==> src/hdl/assert_macros.svh <==
// Assertion macros shared by the RTL modules of the byte set sort and statistics block.
`ifndef ASSERT_MACROS_SVH
`define ASSERT_MACROS_SVH

// A property that must hold at every clock edge outside reset.
`define ASSERT_ALWAYS(label, clk, rst, prop) \
   label: assert property (@(posedge clk) disable iff (rst) (prop)) \
      else $error("assertion failed: invariant violated");

// A consequence that must hold in the same cycle as its antecedent.
`define ASSERT_IMPLY(label, clk, rst, ante, cons) \
   label: assert property (@(posedge clk) disable iff (rst) (ante) |-> (cons)) \
      else $error("assertion failed: same-cycle implication violated");

// A consequence that must hold in the cycle after its antecedent.
`define ASSERT_NEXT(label, clk, rst, ante, cons) \
   label: assert property (@(posedge clk) disable iff (rst) (ante) |=> (cons)) \
      else $error("assertion failed: next-cycle implication violated");

`endif

==> src/hdl/bsss_pkg.sv <==
// Package with the payload types and constants of the byte set sort and statistics block.
package bsss_pkg;

   // Default depth of the sample store.
   localparam int MAX_ITEMS_DEFAULT = 64;

   // Depth of the queue between the front and the back.
   localparam int Q_DEPTH  = 2;
   localparam int Q_PTR_W  = $clog2(Q_DEPTH);
   localparam int Q_FILL_W = $clog2(Q_DEPTH + 1);

   // One input transaction.
   typedef struct packed {
      logic [7:0] sample;
      logic       is_last;
   } req_payload_type;

   // One result transaction.
   typedef struct packed {
      logic [7:0] sorted_value;
      logic [7:0] maximum;
      logic [7:0] minimum;
      logic [7:0] mean_floor;
      logic [7:0] median_value;
      logic [6:0] set_count;
      logic       overflowed;
      logic       last_out;
   } rsp_payload_type;

   // A classified sample as it travels from the front to the back.
   typedef struct packed {
      logic [7:0] sample;
      logic       keep;
      logic       is_last;
   } entry_type;

endpackage

==> src/hdl/bsss_front.sv <==
// Front end: accepts input transactions and classifies each sample as kept or dropped.
module bsss_front #(
   parameter int MAX_ITEMS = bsss_pkg::MAX_ITEMS_DEFAULT
) (
   input  logic                      clock,
   input  logic                      reset,
   input  logic                      req_push,
   output logic                      req_full,
   input  bsss_pkg::req_payload_type req_data,
   output logic                      q_push,
   output bsss_pkg::entry_type       q_entry,
   input  logic                      q_full
);
   import bsss_pkg::*;

   localparam int CNT_W = $clog2(MAX_ITEMS + 1);

   logic [CNT_W-1:0] cnt_ff;
   logic [CNT_W-1:0] cnt_in;
   logic             keep;

   assign req_full = q_full;
   assign q_push   = req_push && !q_full;
   assign keep     = (cnt_ff != CNT_W'(MAX_ITEMS));

   assign q_entry.sample  = req_data.sample;
   assign q_entry.keep    = keep;
   assign q_entry.is_last = req_data.is_last;

   always_comb begin
      cnt_in = cnt_ff;
      if (q_push) begin
         if (req_data.is_last) begin
            cnt_in = '0;
         end else if (keep) begin
            cnt_in = cnt_ff + CNT_W'(1);
         end
      end
   end

   always_ff @(posedge clock) begin
      if (reset) begin
         cnt_ff <= '0;
      end else begin
         cnt_ff <= cnt_in;
      end
   end

endmodule

==> src/hdl/bsss_queue.sv <==
// Short queue of classified samples between the front end and the back end.
`include "assert_macros.svh"

module bsss_queue (
   input  logic                clock,
   input  logic                reset,
   input  logic                push,
   input  bsss_pkg::entry_type entry_in,
   output logic                full,
   output logic                valid,
   input  logic                pop,
   output bsss_pkg::entry_type entry_out
);
   import bsss_pkg::*;

   entry_type           slot_ff [Q_DEPTH];
   logic [Q_PTR_W-1:0]  wr_ptr_ff;
   logic [Q_PTR_W-1:0]  wr_ptr_in;
   logic [Q_PTR_W-1:0]  rd_ptr_ff;
   logic [Q_PTR_W-1:0]  rd_ptr_in;
   logic [Q_FILL_W-1:0] fill_ff;
   logic [Q_FILL_W-1:0] fill_in;
   logic                do_push;
   logic                do_pop;

   assign full      = (fill_ff == Q_FILL_W'(Q_DEPTH));
   assign valid     = (fill_ff != '0);
   assign entry_out = slot_ff[rd_ptr_ff];
   assign do_push   = push && !full;
   assign do_pop    = pop && valid;

   always_comb begin
      wr_ptr_in = wr_ptr_ff;
      rd_ptr_in = rd_ptr_ff;
      fill_in   = fill_ff;
      if (do_push) begin
         wr_ptr_in = (wr_ptr_ff == Q_PTR_W'(Q_DEPTH - 1)) ? '0 : wr_ptr_ff + Q_PTR_W'(1);
      end
      if (do_pop) begin
         rd_ptr_in = (rd_ptr_ff == Q_PTR_W'(Q_DEPTH - 1)) ? '0 : rd_ptr_ff + Q_PTR_W'(1);
      end
      if (do_push && !do_pop) begin
         fill_in = fill_ff + Q_FILL_W'(1);
      end else if (do_pop && !do_push) begin
         fill_in = fill_ff - Q_FILL_W'(1);
      end
   end

   always_ff @(posedge clock) begin
      if (reset) begin
         wr_ptr_ff <= '0;
         rd_ptr_ff <= '0;
         fill_ff   <= '0;
      end else begin
         wr_ptr_ff <= wr_ptr_in;
         rd_ptr_ff <= rd_ptr_in;
         fill_ff   <= fill_in;
      end
   end

   always_ff @(posedge clock) begin
      if (do_push) begin
         slot_ff[wr_ptr_ff] <= entry_in;
      end
   end

   `ASSERT_ALWAYS(a_fill_bound, clock, reset, fill_ff <= Q_FILL_W'(Q_DEPTH))

endmodule

==> src/hdl/bsss_divider.sv <==
// Restoring divider that produces one quotient bit per cycle for the floor mean.
`include "assert_macros.svh"

module bsss_divider #(
   parameter int DVD_W = 14,
   parameter int DSR_W = 7
) (
   input  logic             clock,
   input  logic             reset,
   input  logic             start,
   input  logic [DVD_W-1:0] dividend,
   input  logic [DSR_W-1:0] divisor,
   output logic             busy,
   output logic [DVD_W-1:0] quotient
);
   import bsss_pkg::*;

   localparam int STEP_W = $clog2(DVD_W + 1);

   logic              busy_ff;
   logic              busy_in;
   logic [STEP_W-1:0] step_ff;
   logic [STEP_W-1:0] step_in;
   logic [DVD_W-1:0]  quo_ff;
   logic [DVD_W-1:0]  quo_in;
   logic [DSR_W-1:0]  rem_ff;
   logic [DSR_W-1:0]  rem_in;
   logic [DSR_W-1:0]  dsr_ff;
   logic [DSR_W-1:0]  dsr_in;
   logic [DSR_W:0]    trial;
   logic              fits;

   assign busy     = busy_ff;
   assign quotient = quo_ff;
   assign trial    = {rem_ff, quo_ff[DVD_W-1]};
   assign fits     = (trial >= {1'b0, dsr_ff});

   always_comb begin
      busy_in = busy_ff;
      step_in = step_ff;
      quo_in  = quo_ff;
      rem_in  = rem_ff;
      dsr_in  = dsr_ff;
      if (start) begin
         busy_in = 1'b1;
         step_in = STEP_W'(DVD_W);
         quo_in  = dividend;
         rem_in  = '0;
         dsr_in  = divisor;
      end else if (busy_ff) begin
         if (fits) begin
            rem_in = DSR_W'(trial - {1'b0, dsr_ff});
         end else begin
            rem_in = trial[DSR_W-1:0];
         end
         quo_in  = {quo_ff[DVD_W-2:0], fits};
         step_in = step_ff - STEP_W'(1);
         if (step_ff == STEP_W'(1)) begin
            busy_in = 1'b0;
         end
      end
   end

   always_ff @(posedge clock) begin
      if (reset) begin
         busy_ff <= 1'b0;
      end else begin
         busy_ff <= busy_in;
      end
   end

   always_ff @(posedge clock) begin
      step_ff <= step_in;
      quo_ff  <= quo_in;
      rem_ff  <= rem_in;
      dsr_ff  <= dsr_in;
   end

   `ASSERT_NEXT(a_start_busy, clock, reset, start, busy_ff)

endmodule

==> src/hdl/bsss_back.sv <==
// Back end: sample store, running statistics, in-place descending sort and result emission.
`include "assert_macros.svh"

module bsss_back #(
   parameter int MAX_ITEMS = bsss_pkg::MAX_ITEMS_DEFAULT
) (
   input  logic                      clock,
   input  logic                      reset,
   input  logic                      q_valid,
   output logic                      q_pop,
   input  bsss_pkg::entry_type       q_entry,
   output logic                      rsp_empty,
   input  logic                      rsp_pop,
   output bsss_pkg::rsp_payload_type rsp_data
);
   import bsss_pkg::*;

   localparam int AW    = (MAX_ITEMS > 1) ? $clog2(MAX_ITEMS) : 1;
   localparam int CNT_W = $clog2(MAX_ITEMS + 1);
   localparam int SUM_W = CNT_W + 8;

   typedef enum logic [7:0] {
      ST_LOAD    = 8'b0000_0001,
      ST_START   = 8'b0000_0010,
      ST_SORT    = 8'b0000_0100,
      ST_MED0    = 8'b0000_1000,
      ST_MED1    = 8'b0001_0000,
      ST_MED2    = 8'b0010_0000,
      ST_EMIT_RD = 8'b0100_0000,
      ST_EMIT_WR = 8'b1000_0000
   } back_state_type;

   back_state_type   state_ff;
   back_state_type   state_in;

   logic [CNT_W-1:0] cnt_ff;
   logic [CNT_W-1:0] cnt_in;
   logic [SUM_W-1:0] sum_ff;
   logic [SUM_W-1:0] sum_in;
   logic [7:0]       max_ff;
   logic [7:0]       max_in;
   logic [7:0]       min_ff;
   logic [7:0]       min_in;
   logic             drop_ff;
   logic             drop_in;

   logic [CNT_W-1:0] rd_ff;
   logic [CNT_W-1:0] rd_in;
   logic [CNT_W-1:0] pass_ff;
   logic [CNT_W-1:0] pass_in;
   logic             rv_ff;
   logic             rv_in;
   logic [AW-1:0]    ridx_ff;
   logic [AW-1:0]    ridx_in;
   logic [7:0]       carry_ff;
   logic [7:0]       carry_in;
   logic             tail_ff;
   logic             tail_in;
   logic [7:0]       med_a_ff;
   logic [7:0]       med_a_in;
   logic [7:0]       median_ff;
   logic [7:0]       median_in;

   logic             out_valid_ff;
   logic             out_valid_in;
   rsp_payload_type  out_ff;
   rsp_payload_type  out_in;
   logic             out_free;

   logic [7:0]       store [MAX_ITEMS];
   logic             we;
   logic [AW-1:0]    waddr;
   logic [7:0]       wdata;
   logic             re;
   logic [AW-1:0]    raddr;
   logic [7:0]       rdata_ff;

   logic [AW-1:0]    last_idx;
   logic [AW-1:0]    half_idx;
   logic [8:0]       mid_sum;

   logic             div_start;
   logic             div_busy;
   logic [SUM_W-1:0] div_quo;

   assign out_free  = !out_valid_ff || rsp_pop;
   assign rsp_empty = !out_valid_ff;
   assign rsp_data  = out_ff;
   assign last_idx  = AW'(cnt_ff - CNT_W'(1));
   assign half_idx  = AW'(cnt_ff >> 1);
   assign mid_sum   = {1'b0, med_a_ff} + {1'b0, rdata_ff};

   bsss_divider #(
      .DVD_W (SUM_W),
      .DSR_W (CNT_W)
   ) u_divider (
      .clock    (clock),
      .reset    (reset),
      .start    (div_start),
      .dividend (sum_ff),
      .divisor  (cnt_ff),
      .busy     (div_busy),
      .quotient (div_quo)
   );

   always_comb begin
      state_in     = state_ff;
      cnt_in       = cnt_ff;
      sum_in       = sum_ff;
      max_in       = max_ff;
      min_in       = min_ff;
      drop_in      = drop_ff;
      rd_in        = rd_ff;
      pass_in      = pass_ff;
      rv_in        = 1'b0;
      ridx_in      = ridx_ff;
      carry_in     = carry_ff;
      tail_in      = tail_ff;
      med_a_in     = med_a_ff;
      median_in    = median_ff;
      out_valid_in = out_valid_ff;
      out_in       = out_ff;
      we           = 1'b0;
      waddr        = '0;
      wdata        = '0;
      re           = 1'b0;
      raddr        = '0;
      q_pop        = 1'b0;
      div_start    = 1'b0;

      if (out_valid_ff && rsp_pop) begin
         out_valid_in = 1'b0;
      end

      case (state_ff)
         ST_LOAD: begin
            if (q_valid) begin
               q_pop = 1'b1;
               if (q_entry.keep) begin
                  we     = 1'b1;
                  waddr  = cnt_ff[AW-1:0];
                  wdata  = q_entry.sample;
                  cnt_in = cnt_ff + CNT_W'(1);
                  sum_in = sum_ff + SUM_W'(q_entry.sample);
                  if (q_entry.sample > max_ff) begin
                     max_in = q_entry.sample;
                  end
                  if (q_entry.sample < min_ff) begin
                     min_in = q_entry.sample;
                  end
               end else begin
                  drop_in = 1'b1;
               end
               if (q_entry.is_last) begin
                  state_in = ST_START;
               end
            end
         end
         ST_START: begin
            div_start = 1'b1;
            rd_in     = '0;
            tail_in   = 1'b0;
            pass_in   = cnt_ff - CNT_W'(1);
            state_in  = (cnt_ff > CNT_W'(1)) ? ST_SORT : ST_MED0;
         end
         ST_SORT: begin
            // One bubble pass streams the store: the smaller value is carried along
            // and the larger one is written back one place behind the read pointer.
            if (!tail_ff && (rd_ff != cnt_ff)) begin
               re      = 1'b1;
               raddr   = rd_ff[AW-1:0];
               rv_in   = 1'b1;
               ridx_in = rd_ff[AW-1:0];
               rd_in   = rd_ff + CNT_W'(1);
            end
            if (rv_ff) begin
               if (ridx_ff == '0) begin
                  carry_in = rdata_ff;
               end else begin
                  we       = 1'b1;
                  waddr    = ridx_ff - AW'(1);
                  wdata    = (carry_ff >= rdata_ff) ? carry_ff : rdata_ff;
                  carry_in = (carry_ff >= rdata_ff) ? rdata_ff : carry_ff;
               end
               if (ridx_ff == last_idx) begin
                  tail_in = 1'b1;
               end
            end
            if (tail_ff) begin
               we      = 1'b1;
               waddr   = last_idx;
               wdata   = carry_ff;
               tail_in = 1'b0;
               rd_in   = '0;
               if (pass_ff == CNT_W'(1)) begin
                  state_in = ST_MED0;
               end else begin
                  pass_in = pass_ff - CNT_W'(1);
               end
            end
         end
         ST_MED0: begin
            re       = 1'b1;
            raddr    = half_idx;
            state_in = ST_MED1;
         end
         ST_MED1: begin
            med_a_in = rdata_ff;
            re       = 1'b1;
            raddr    = half_idx - AW'(1);
            state_in = ST_MED2;
         end
         ST_MED2: begin
            median_in = cnt_ff[0] ? med_a_ff : mid_sum[8:1];
            if (!div_busy) begin
               rd_in    = '0;
               state_in = ST_EMIT_RD;
            end
         end
         ST_EMIT_RD: begin
            re       = 1'b1;
            raddr    = rd_ff[AW-1:0];
            state_in = ST_EMIT_WR;
         end
         ST_EMIT_WR: begin
            if (out_free) begin
               out_valid_in        = 1'b1;
               out_in.sorted_value = rdata_ff;
               out_in.maximum      = max_ff;
               out_in.minimum      = min_ff;
               out_in.mean_floor   = div_quo[7:0];
               out_in.median_value = median_ff;
               out_in.set_count    = 7'(cnt_ff);
               out_in.overflowed   = drop_ff;
               out_in.last_out     = (rd_ff[AW-1:0] == last_idx);
               if (rd_ff[AW-1:0] == last_idx) begin
                  cnt_in   = '0;
                  sum_in   = '0;
                  max_in   = 8'd0;
                  min_in   = 8'd255;
                  drop_in  = 1'b0;
                  state_in = ST_LOAD;
               end else begin
                  rd_in    = rd_ff + CNT_W'(1);
                  state_in = ST_EMIT_RD;
               end
            end
         end
         default: begin
            state_in = ST_LOAD;
         end
      endcase
   end

   always_ff @(posedge clock) begin
      if (reset) begin
         state_ff     <= ST_LOAD;
         cnt_ff       <= '0;
         sum_ff       <= '0;
         max_ff       <= 8'd0;
         min_ff       <= 8'd255;
         drop_ff      <= 1'b0;
         rv_ff        <= 1'b0;
         tail_ff      <= 1'b0;
         out_valid_ff <= 1'b0;
      end else begin
         state_ff     <= state_in;
         cnt_ff       <= cnt_in;
         sum_ff       <= sum_in;
         max_ff       <= max_in;
         min_ff       <= min_in;
         drop_ff      <= drop_in;
         rv_ff        <= rv_in;
         tail_ff      <= tail_in;
         out_valid_ff <= out_valid_in;
      end
   end

   always_ff @(posedge clock) begin
      rd_ff     <= rd_in;
      pass_ff   <= pass_in;
      ridx_ff   <= ridx_in;
      carry_ff  <= carry_in;
      med_a_ff  <= med_a_in;
      median_ff <= median_in;
      out_ff    <= out_in;
   end

   always_ff @(posedge clock) begin
      if (we) begin
         store[waddr] <= wdata;
      end
   end

   always_ff @(posedge clock) begin
      if (re) begin
         rdata_ff <= store[raddr];
      end
   end

   `ASSERT_ALWAYS(a_count_bound, clock, reset, cnt_ff <= CNT_W'(MAX_ITEMS))
   `ASSERT_IMPLY(a_emit_after_div, clock, reset, state_ff == ST_EMIT_RD, !div_busy)
   `ASSERT_IMPLY(a_sort_wr_range, clock, reset, (state_ff == ST_SORT) && we, CNT_W'(waddr) < cnt_ff)

endmodule

==> src/hdl/byte_set_sort_and_statistics_top.sv <==
// Top level of the byte set sort and statistics block.

// This block collects a data set of unsigned bytes, one sample per input transaction, with
// the final sample marked by is_last. Up to MAX_ITEMS samples are kept; later samples of the
// same set are dropped and reported through the overflowed flag. After the last sample the
// set is sorted into descending order and one result transaction is delivered per kept
// sample, largest first, each carrying the maximum, minimum, floor mean, median and count of
// the set, with last_out marking the final one. Samples are taken one per cycle, while the
// queue has room, into a two-entry queue and written into the sample store one per cycle
// while the back end is loading. A set of n samples then passes through a start state and
// n - 1 bubble passes, each streaming the set through the store's single read port and
// single write port, and then the median fetch. The floor mean comes from a bit-serial
// divider that runs alongside the sort and needs one cycle per bit of the running sum, so
// for small sets the divider rather than the sort decides when results can start. Results
// leave paced by the registered read of the store. While a set is being sorted
// the queue keeps accepting up to two samples of the next set. A finished result waits in
// the output register, and the back end produces the next one only once that result has
// been taken, so a stalled receiver stalls the sort output and, once the queue is full, the
// input as well. The store needs no clearing after reset.
module byte_set_sort_and_statistics_top #(
   parameter int MAX_ITEMS = bsss_pkg::MAX_ITEMS_DEFAULT
) (
   input  logic                      clock,
   input  logic                      reset,
   input  logic                      req_push,
   output logic                      req_full,
   input  bsss_pkg::req_payload_type req_data,
   output logic                      rsp_empty,
   input  logic                      rsp_pop,
   output bsss_pkg::rsp_payload_type rsp_data
);
   import bsss_pkg::*;

   // Classified samples on their way from the front end into the queue.
   logic      fq_push;
   logic      fq_full;
   entry_type fq_entry;

   // Classified samples on their way from the queue into the back end.
   logic      qb_valid;
   logic      qb_pop;
   entry_type qb_entry;

   // The front end decides, transaction by transaction, whether a sample still fits in the
   // store, so the back end only has to act on the flags it receives.
   bsss_front #(
      .MAX_ITEMS (MAX_ITEMS)
   ) u_front (
      .clock    (clock),
      .reset    (reset),
      .req_push (req_push),
      .req_full (req_full),
      .req_data (req_data),
      .q_push   (fq_push),
      .q_entry  (fq_entry),
      .q_full   (fq_full)
   );

   // The queue lets the producer keep pushing while the back end is busy sorting.
   bsss_queue u_queue (
      .clock     (clock),
      .reset     (reset),
      .push      (fq_push),
      .entry_in  (fq_entry),
      .full      (fq_full),
      .valid     (qb_valid),
      .pop       (qb_pop),
      .entry_out (qb_entry)
   );

   // The back end owns the store, the statistics, the sort and the output register.
   bsss_back #(
      .MAX_ITEMS (MAX_ITEMS)
   ) u_back (
      .clock     (clock),
      .reset     (reset),
      .q_valid   (qb_valid),
      .q_pop     (qb_pop),
      .q_entry   (qb_entry),
      .rsp_empty (rsp_empty),
      .rsp_pop   (rsp_pop),
      .rsp_data  (rsp_data)
   );

endmodule
==> config.mk <==
export PLATFORM = sky130hd
export DESIGN_NAME = byte_set_sort_and_statistics_top
export DESIGN_NICKNAME = d
export VERILOG_FILES = /design/src/hdl/bsss_pkg.sv /design/src/hdl/bsss_front.sv /design/src/hdl/bsss_queue.sv /design/src/hdl/bsss_divider.sv /design/src/hdl/bsss_back.sv /design/src/hdl/byte_set_sort_and_statistics_top.sv
export VERILOG_INCLUDE_DIRS = /design/src /design/src/hdl
export SDC_FILE = /design/constraint.sdc
export NUM_CORES = 1
export LEC_CHECK = 0
export BUFFER_PORTS_ARGS = -buffer_cell sky130_fd_sc_hd__buf_4
export CORE_ASPECT_RATIO = 0.6
export CORE_MARGIN = 3
export CORE_UTILIZATION = 50
export CTS_CLUSTER_DIAMETER = 80
export DETAILED_ROUTE_END_ITERATION = 10
export MAX_ROUTING_LAYER = met4
export PLACE_DENSITY = 0.64
export SKIP_CTS_REPAIR_TIMING = 1
export SLEW_MARGIN = 20
export SYNTH_ARGS = -nofsm -noshare
export SYNTH_HDL_FRONTEND = slang
export SYNTH_HIERARCHICAL = 1
export SYNTH_SLANG_ARGS = --single-unit
==> constraint.sdc <==
create_clock -name clock -period 6.2 [get_ports clock]
set_input_delay 1.24 -clock clock [delete_from_list [all_inputs] [get_ports clock]]
set_output_delay 1.24 -clock clock [all_outputs]
set_load 0.05 [all_outputs]
# Word level (Yosys, flattened, before mapping)
# Memory sizes are Yosys's and may differ from the RTL's. A register that Yosys moved wholly into a read port is not among the register bits.
# Cells that the tools add are included.
# op_classes
add_sub_neg,15
n_mul,0
div,0
order_cmp,5
eq_ne,29
shifts,0
mux,99
bitwise_logic,1
n_reduce_logical,35
# ops
op,n
2-to-1 mux 8 bit,25
2-to-1 mux 7 bit,15
2-to-1 mux 15 bit,6
one-hot mux 8 bit (8 select lines),1
one-hot mux 8 bit (2 select lines),3
2-to-1 mux 6 bit,6
2-to-1 mux 1 bit,30
one-hot mux 15 bit (2 select lines),1
one-hot mux 7 bit (2 select lines),2
one-hot mux 7 bit (4 select lines),1
one-hot mux 6 bit (4 select lines),1
adder 7 x 1 -> 7 bit (second input constant),3
AND reduction 6 bit,3
adder 15 x 8 -> 15 bit,1
AND reduction 5 bit,3
inequality test 2 bit (second input constant),7
nonzero test 2 bit,7
subtractor 7 x 1 -> 7 bit (second input constant),2
== test 6 bit,2
inequality test 2 x 1 -> 1 bit (second input constant),6
one-hot mux 6 bit (2 select lines),1
subtractor 6 x 1 -> 6 bit (second input constant),2
adder 8 x 8 -> 9 bit,1
== test 8 x 1 -> 1 bit (second input constant),1
36 further kinds,54
# totals
regBits,188
latch_bits,0
mem_bits_rw,532
rom_bits,0
in_bits,13
output_inout_bits,51
word_cells,218
mem_count,2
# memory_table
memory,depth,word_bits,read_ports,rd_ports_with_merged_regs,wr,line_no,text
u_back.store,64,8,1,1,1,bsss_back.sv:70,logic [7:0] store [MAX_ITEMS];
u_queue.slot_ff,2,10,1,1,1,bsss_queue.sv:16,entry_type slot_ff [Q_DEPTH];

# Depth between registers and ports, before layout
# logic_depth
depth_word,8
ltp_mapped,15
mapped_depth_nobuf,13

# Modules after synthesis
# Netlist, hierarchy kept.
# modules_own_cells
mod,instances,cells_per_inst,area_per_inst_um2,seq_area_each_um2
bsss_back,1,2264,28478.6,19408.6
bsss_divider,1,154,1775.5,900.9
bsss_queue,1,56,938.4,700.7
bsss_front,1,63,514.2,140.1

# Worst setup path after synthesis
# OpenSTA, ideal clock, no wires.
# synth_path
kind,register -> register
start,register u_back.state_ff[3]
end,register u_back.min_ff[6]
setup_ps,128
arrival_ps,4977
t_required_ps,6072
path_slack_ps,1095
path_stages_with_launch,11
n_path_buf,2
synth_period_minus_slack_ps,5105
path_cell_list,dfxtp_1 -> or4_1 -> buf_2 -> nor3_1 -> nand3b_1 -> nor2_1 -> a21oi_1 -> a21oi_1 -> buf_2 -> nor3b_1 -> o21ai_0
# synth_via
elab_chain_cells,3
elab_cells_between_ends,10
classes_between,eq/ne: 7; mux: 1; reduce/logical: 2
# synth_rtl
item,line_no,text
from (decl),bsss_back.sv:33,back_state_type state_ff;
from (signal assigned),bsss_back.sv:267,state_ff <= state_in;
== test 8 x 1 -> 1 bit / == test 8 bit (equally long branches),bsss_back.sv:135,case (state_ff)
inequality test 2 x 1 -> 1 bit (no source line) (tied with other cells),-,
AND reduction 6 bit (no source line),-,
to (signal assigned),bsss_back.sv:271,min_ff <= min_in;
to (decl),bsss_back.sv:42,logic [7:0] min_ff;
# Parallel ways exist; a longest one is shown, timed or not.
# A chain may end at the register's enable or synchronous reset.

# Worst setup path after layout
# layout_path
start,register u_back.cnt_ff[2]
end,"register u_back.rdata_ff[0] (read register of u_back.store), data pin"
# layout_via
elab_chain_cells,4
elab_cells_between_ends,7
classes_between,add/sub: 1; eq/ne: 1; mux: 4; reduce/logical: 1
# layout_rtl
item,line_no,text
from (decl),bsss_back.sv:36,logic [CNT_W-1:0] cnt_ff;
from (signal assigned),bsss_back.sv:268,cnt_ff <= cnt_in;
"parallel branches: the longest is 4 deep, another holds subtractor 6 x 1 -> 6 bit",-,
to (decl),bsss_back.sv:76,logic [7:0] rdata_ff;
# Several ways; the timed one is not identified.

==> results.py <==
metrics = {
    "setup_path": {
        "cp.arrival_ns": 5.09,
        "cp_data_required_time_ns": 6.54,
        "crit_type": "reg2reg",
        "worstSetupEndpointType": "flop",
        "cp-startpoint": "u_back/cnt_ff[2]",
        "slowest_stage": "nor2_1",
        "worstPathMaxFanout": 60,
        "rr_startpoint": "u_back/cnt_ff[2]",
        "worst-path-stages": 11,
        "r2r_slack_ns": 1.45,
        "cp-endpoint": "u_back/rdata_ff[0]",
        "critPathLaunchType": "flop",
        "reg2reg_to": "u_back/rdata_ff[0]",
        "path_delay_family": "simple AND/OR/NAND/NOR gates",
        "reg2regPathDepth": 11,
        "cp_cell_sequence": "clkinv_1 > ha_1 > a21o_1 > a32oi_1 > buf_4 > nand2_4 > nor2_1 > nand3_1 > and4_1 > o22ai_1 > nor4b_2",
        "slowest_delay_ns": 0.87,
        "critPathBufInv": 2,
    },
    "synth": {
        "syn-num-nets": 2613,
        "synth.distinct_cells": 84,
        "avgSynthCellArea_um2": 12.5,
        "synth_warnings": 6,
        "yosysTopAreaCellShare": 0.620,
        "synthXorXnorAreaFrac": 0.0189,
        "synth_edf_count": 655,
        "synth_area_leaders": "edfxtp_1, nand2_1, dfxtp_1, nand3_1, ha_1",
        "post-synth-top-count-cell": "edfxtp_1",
        "ys_seq_area_frac": 0.667,
        "synth_compound_area_frac": 0.0756,
        "syn-cell-area_um2": 31700,
        "synthArstFlopShare": 0,
        "yosysTopAreaCell": "edfxtp_1",
        "ys.flop_type": "edfxtp_1",
        "synth.area.mux_share": 0.0346,
        "ys_seq_elements": 729,
        "synth_fa_ha_area_frac": 0.0256,
        "synth-simple-area-share": 0.147,
        "synth_common_cells": "edfxtp_1, nand2_1, nand3_1",
        "synth_top_family_by_area": "simple AND/OR/NAND/NOR gates",
        "synthCells": 2537,
    },
    "floorplanning": {
        "design.core.area_um2": 61800,
        "dieWidth_um": 331,
        "rows": 70,
        "io_pins": 64,
        "start_util": 0.513,
        "dieHeight_um": 201,
        "die_area_um2": 66600,
    },
    "timing": {
        "rsz0062_at_grt": "false",
        "max_slew_margin": 0.200,
        "slew_viol_final": 0,
        "hold_violations": 0,
        "fmax_ghz": 0.211,
        "setup-tns-final_ns": 0,
        "period_minus_slack_ns": 4.75,
        "finalSetupViolations": 0,
        "finalClockSkew_ns": 0.0232,
        "worst_pin_slew_ns": 1.20,
        "fin_crit_sh": 0.766,
    },
    "job": {
        "max_cap_violations": 0,
    },
    "cts": {
        "htreeDepth": 3,
        "cts_buffers": 67,
        "clockRootBuffer": "clkbuf_16",
        "cts_tree": "yes",
        "clk_pin_slew_ns": 0.07,
        "cts_buffer_depth": 3,
        "worst_skew_pair.late_latency_ns": 0.61,
        "clock_sinks": 729,
    },
    "grt": {
        "grt_max_degree": 112,
        "grt_pass1_vias": 19400,
        "grt_pass1_wl_mm": 127,
        "grt_overflow_total": 0,
        "gr-usage-all-layers": 0.263,
        "antenna_found_initial": 2,
    },
    "drt": {
        "viasPerCell": 6.14,
        "wirelength_mm": 85.8,
        "drtIter0Drc": 2956,
        "wl_per_cell_um": 24.9,
        "first_pass_iters": 5,
        "ant_nets": 0,
        "vias": 21100,
        "drc": 0,
    },
    "hold_path": {
        "hp-class": "reg2reg",
        "holdPathStages": 0,
    },
    "run_status": {
        "status": "complete, no violations",
    },
    "finish": {
        "final_nets": 2638,
        "drive_gt1_frac": 0.108,
        "fin_cells": 3442,
        "syn_to_final_growth_pct": 10.8,
    },
    "pwr": {
        "p_per_area_nw_per_um2": 368,
        "ir_worst_vdd_uv": 275,
        "p_leak_nw": 12.6,
    },
    "placement": {
        "dp.final_hpwl_mm": 56.4,
        "gp_congestion": 0.944,
        "io_buffers": 63,
        "dpl.cell_count": 3321,
    },
}
sequential cells by signal, summed over array words and instances, names as in the netlist, 7 cells and up, named ones only:
name and count:
u_back/u_divider/rem_ff 7, u_back/sum_ff 15, u_back/rdata_ff 8, u_back/median_ff 8, u_back/rsp_data 49, u_back/min_ff 8
u_back/pass_ff 7, u_queue/slot_ff 20, u_back/max_ff 8, u_back/u_divider/quotient 15, u_back/cnt_ff 7, u_front/cnt_ff 7
u_back/rd_ff 7, u_back/store 512, u_back/med_a_ff 8, u_back/state_ff 8, u_back/carry_ff 8, u_back/u_divider/dsr_ff 7
report_power, final:
group / internal (mW) / total [mW] / switching (mW) / leakage, nW
registers: 6.14 / 6.30 / 0.156 / 6.61
clock network: 2.24 / 4.01 / 1.77 / 1.01
logic: 0.766 / 2.63 / 1.86 / 4.96
cells in the final DEF (no fill, tap or decap), types with 19 or more instances in the layout:
cell       Yosys  routed
xnor2_1       36      36
edfxtp_1     655     655
a211oi_1      37      37
xor2_1        22      22
nor2_1       164     160
ha_1          60      60
mux2i_1       60      60
or3_1         19      19
o21ai_0       53      53
clkbuf_16      0      70
mux2_2        44      44
a21oi_1       81      81
inv_1         81      81
nand2_1      445     444
and3_1        37      37
a31oi_1       27      27
nand2b_1      27      27
a22oi_1       19      19
nand3_1      180     180
buf_4         14      95
dfxtp_1       74      74
worst min-delay path by stage:
| stage | from | endpoint | slack (ns) |
|---|---|---|---|
| 2_1_floorplan | u_back/median_ff[1] | u_back/rsp_data[10] | 0.40 |
| 4_1_cts | u_back/median_ff[6] | u_back/rsp_data[15] | 0.42 |
| 6_report | u_back/median_ff[6] | u_back/rsp_data[15] | 0.42 |
| 3_3_place_gp | u_back/median_ff[5] | u_back/rsp_data[14] | 0.41 |
| 3_5_place_dp | u_back/median_ff[6] | u_back/rsp_data[15] | 0.40 |
| 5_1_grt | u_back/median_ff[7] | u_back/rsp_data[16] | 0.45 |
layout make-up:
class | instances | area (µm²)
inverters | 82 | 308
well taps | 828 | 1040
repair buffers | 98 | 773
clock buffers | 88 | 1820
fillers | 5042 | 26700
clock inverters | 31 | 254
diodes | 2 | 5.00
flip-flops and latches | 729 | 21200
multi-input cells | 1584 | 9770
stage by stage:
step | hold WS, ns | instance area [µm²] | utilization | setup WS (ns) | power [mW]
3_5_place_dp | 0.405 | 33000 | 0.534 | 1.67 | 8.97
6_report | 0.418 | 35100 | 0.568 | 1.45 | 12.9
2_1_floorplan | 0.400 | 31700 | - | 1.09 | 8.00
5_1_grt | 0.446 | 35100 | 0.568 | 1.25 | 13.5
3_3_place_gp | 0.405 | 33000 | 0.534 | 1.72 | 8.87
4_1_cts | 0.420 | 35100 | 0.568 | 1.65 | 13.0
cells by family (layout without fill, tap and decap cells):
logic type	after synthesis	in the layout
flops	729	729
buf+inv	224	299
simple gates	1002	1002
other cells	0	2
xor+xnor	62	62
fa+ha+maj	63	63
compound gates	353	353
mux	104	104
worst reg2reg max path, cell delays in order (launching register included):
cell,delay [ns]
dfxtp_1,0.64
clkinv_1,0.35
ha_1,0.33
a21o_1,0.18
a32oi_1,0.19
buf_4,0.30
nand2_4,0.46
nor2_1,0.90
nand3_1,0.36
and4_1,0.31
o22ai_1,0.38
nor4b_2,0.10
per-layer routing:
layer  routed length, µm  track usage  share of wire  up-vias
li1                    -            -              -     9370
met1               40400        0.427           0.47    10500
met2               33300        0.321           0.39     1123
met3               10900       0.0773           0.13       92
met4                1180       0.0484          0.014        0
met5                   0            -              0        -
No activity file was read; power rests on OpenSTA's default activity.
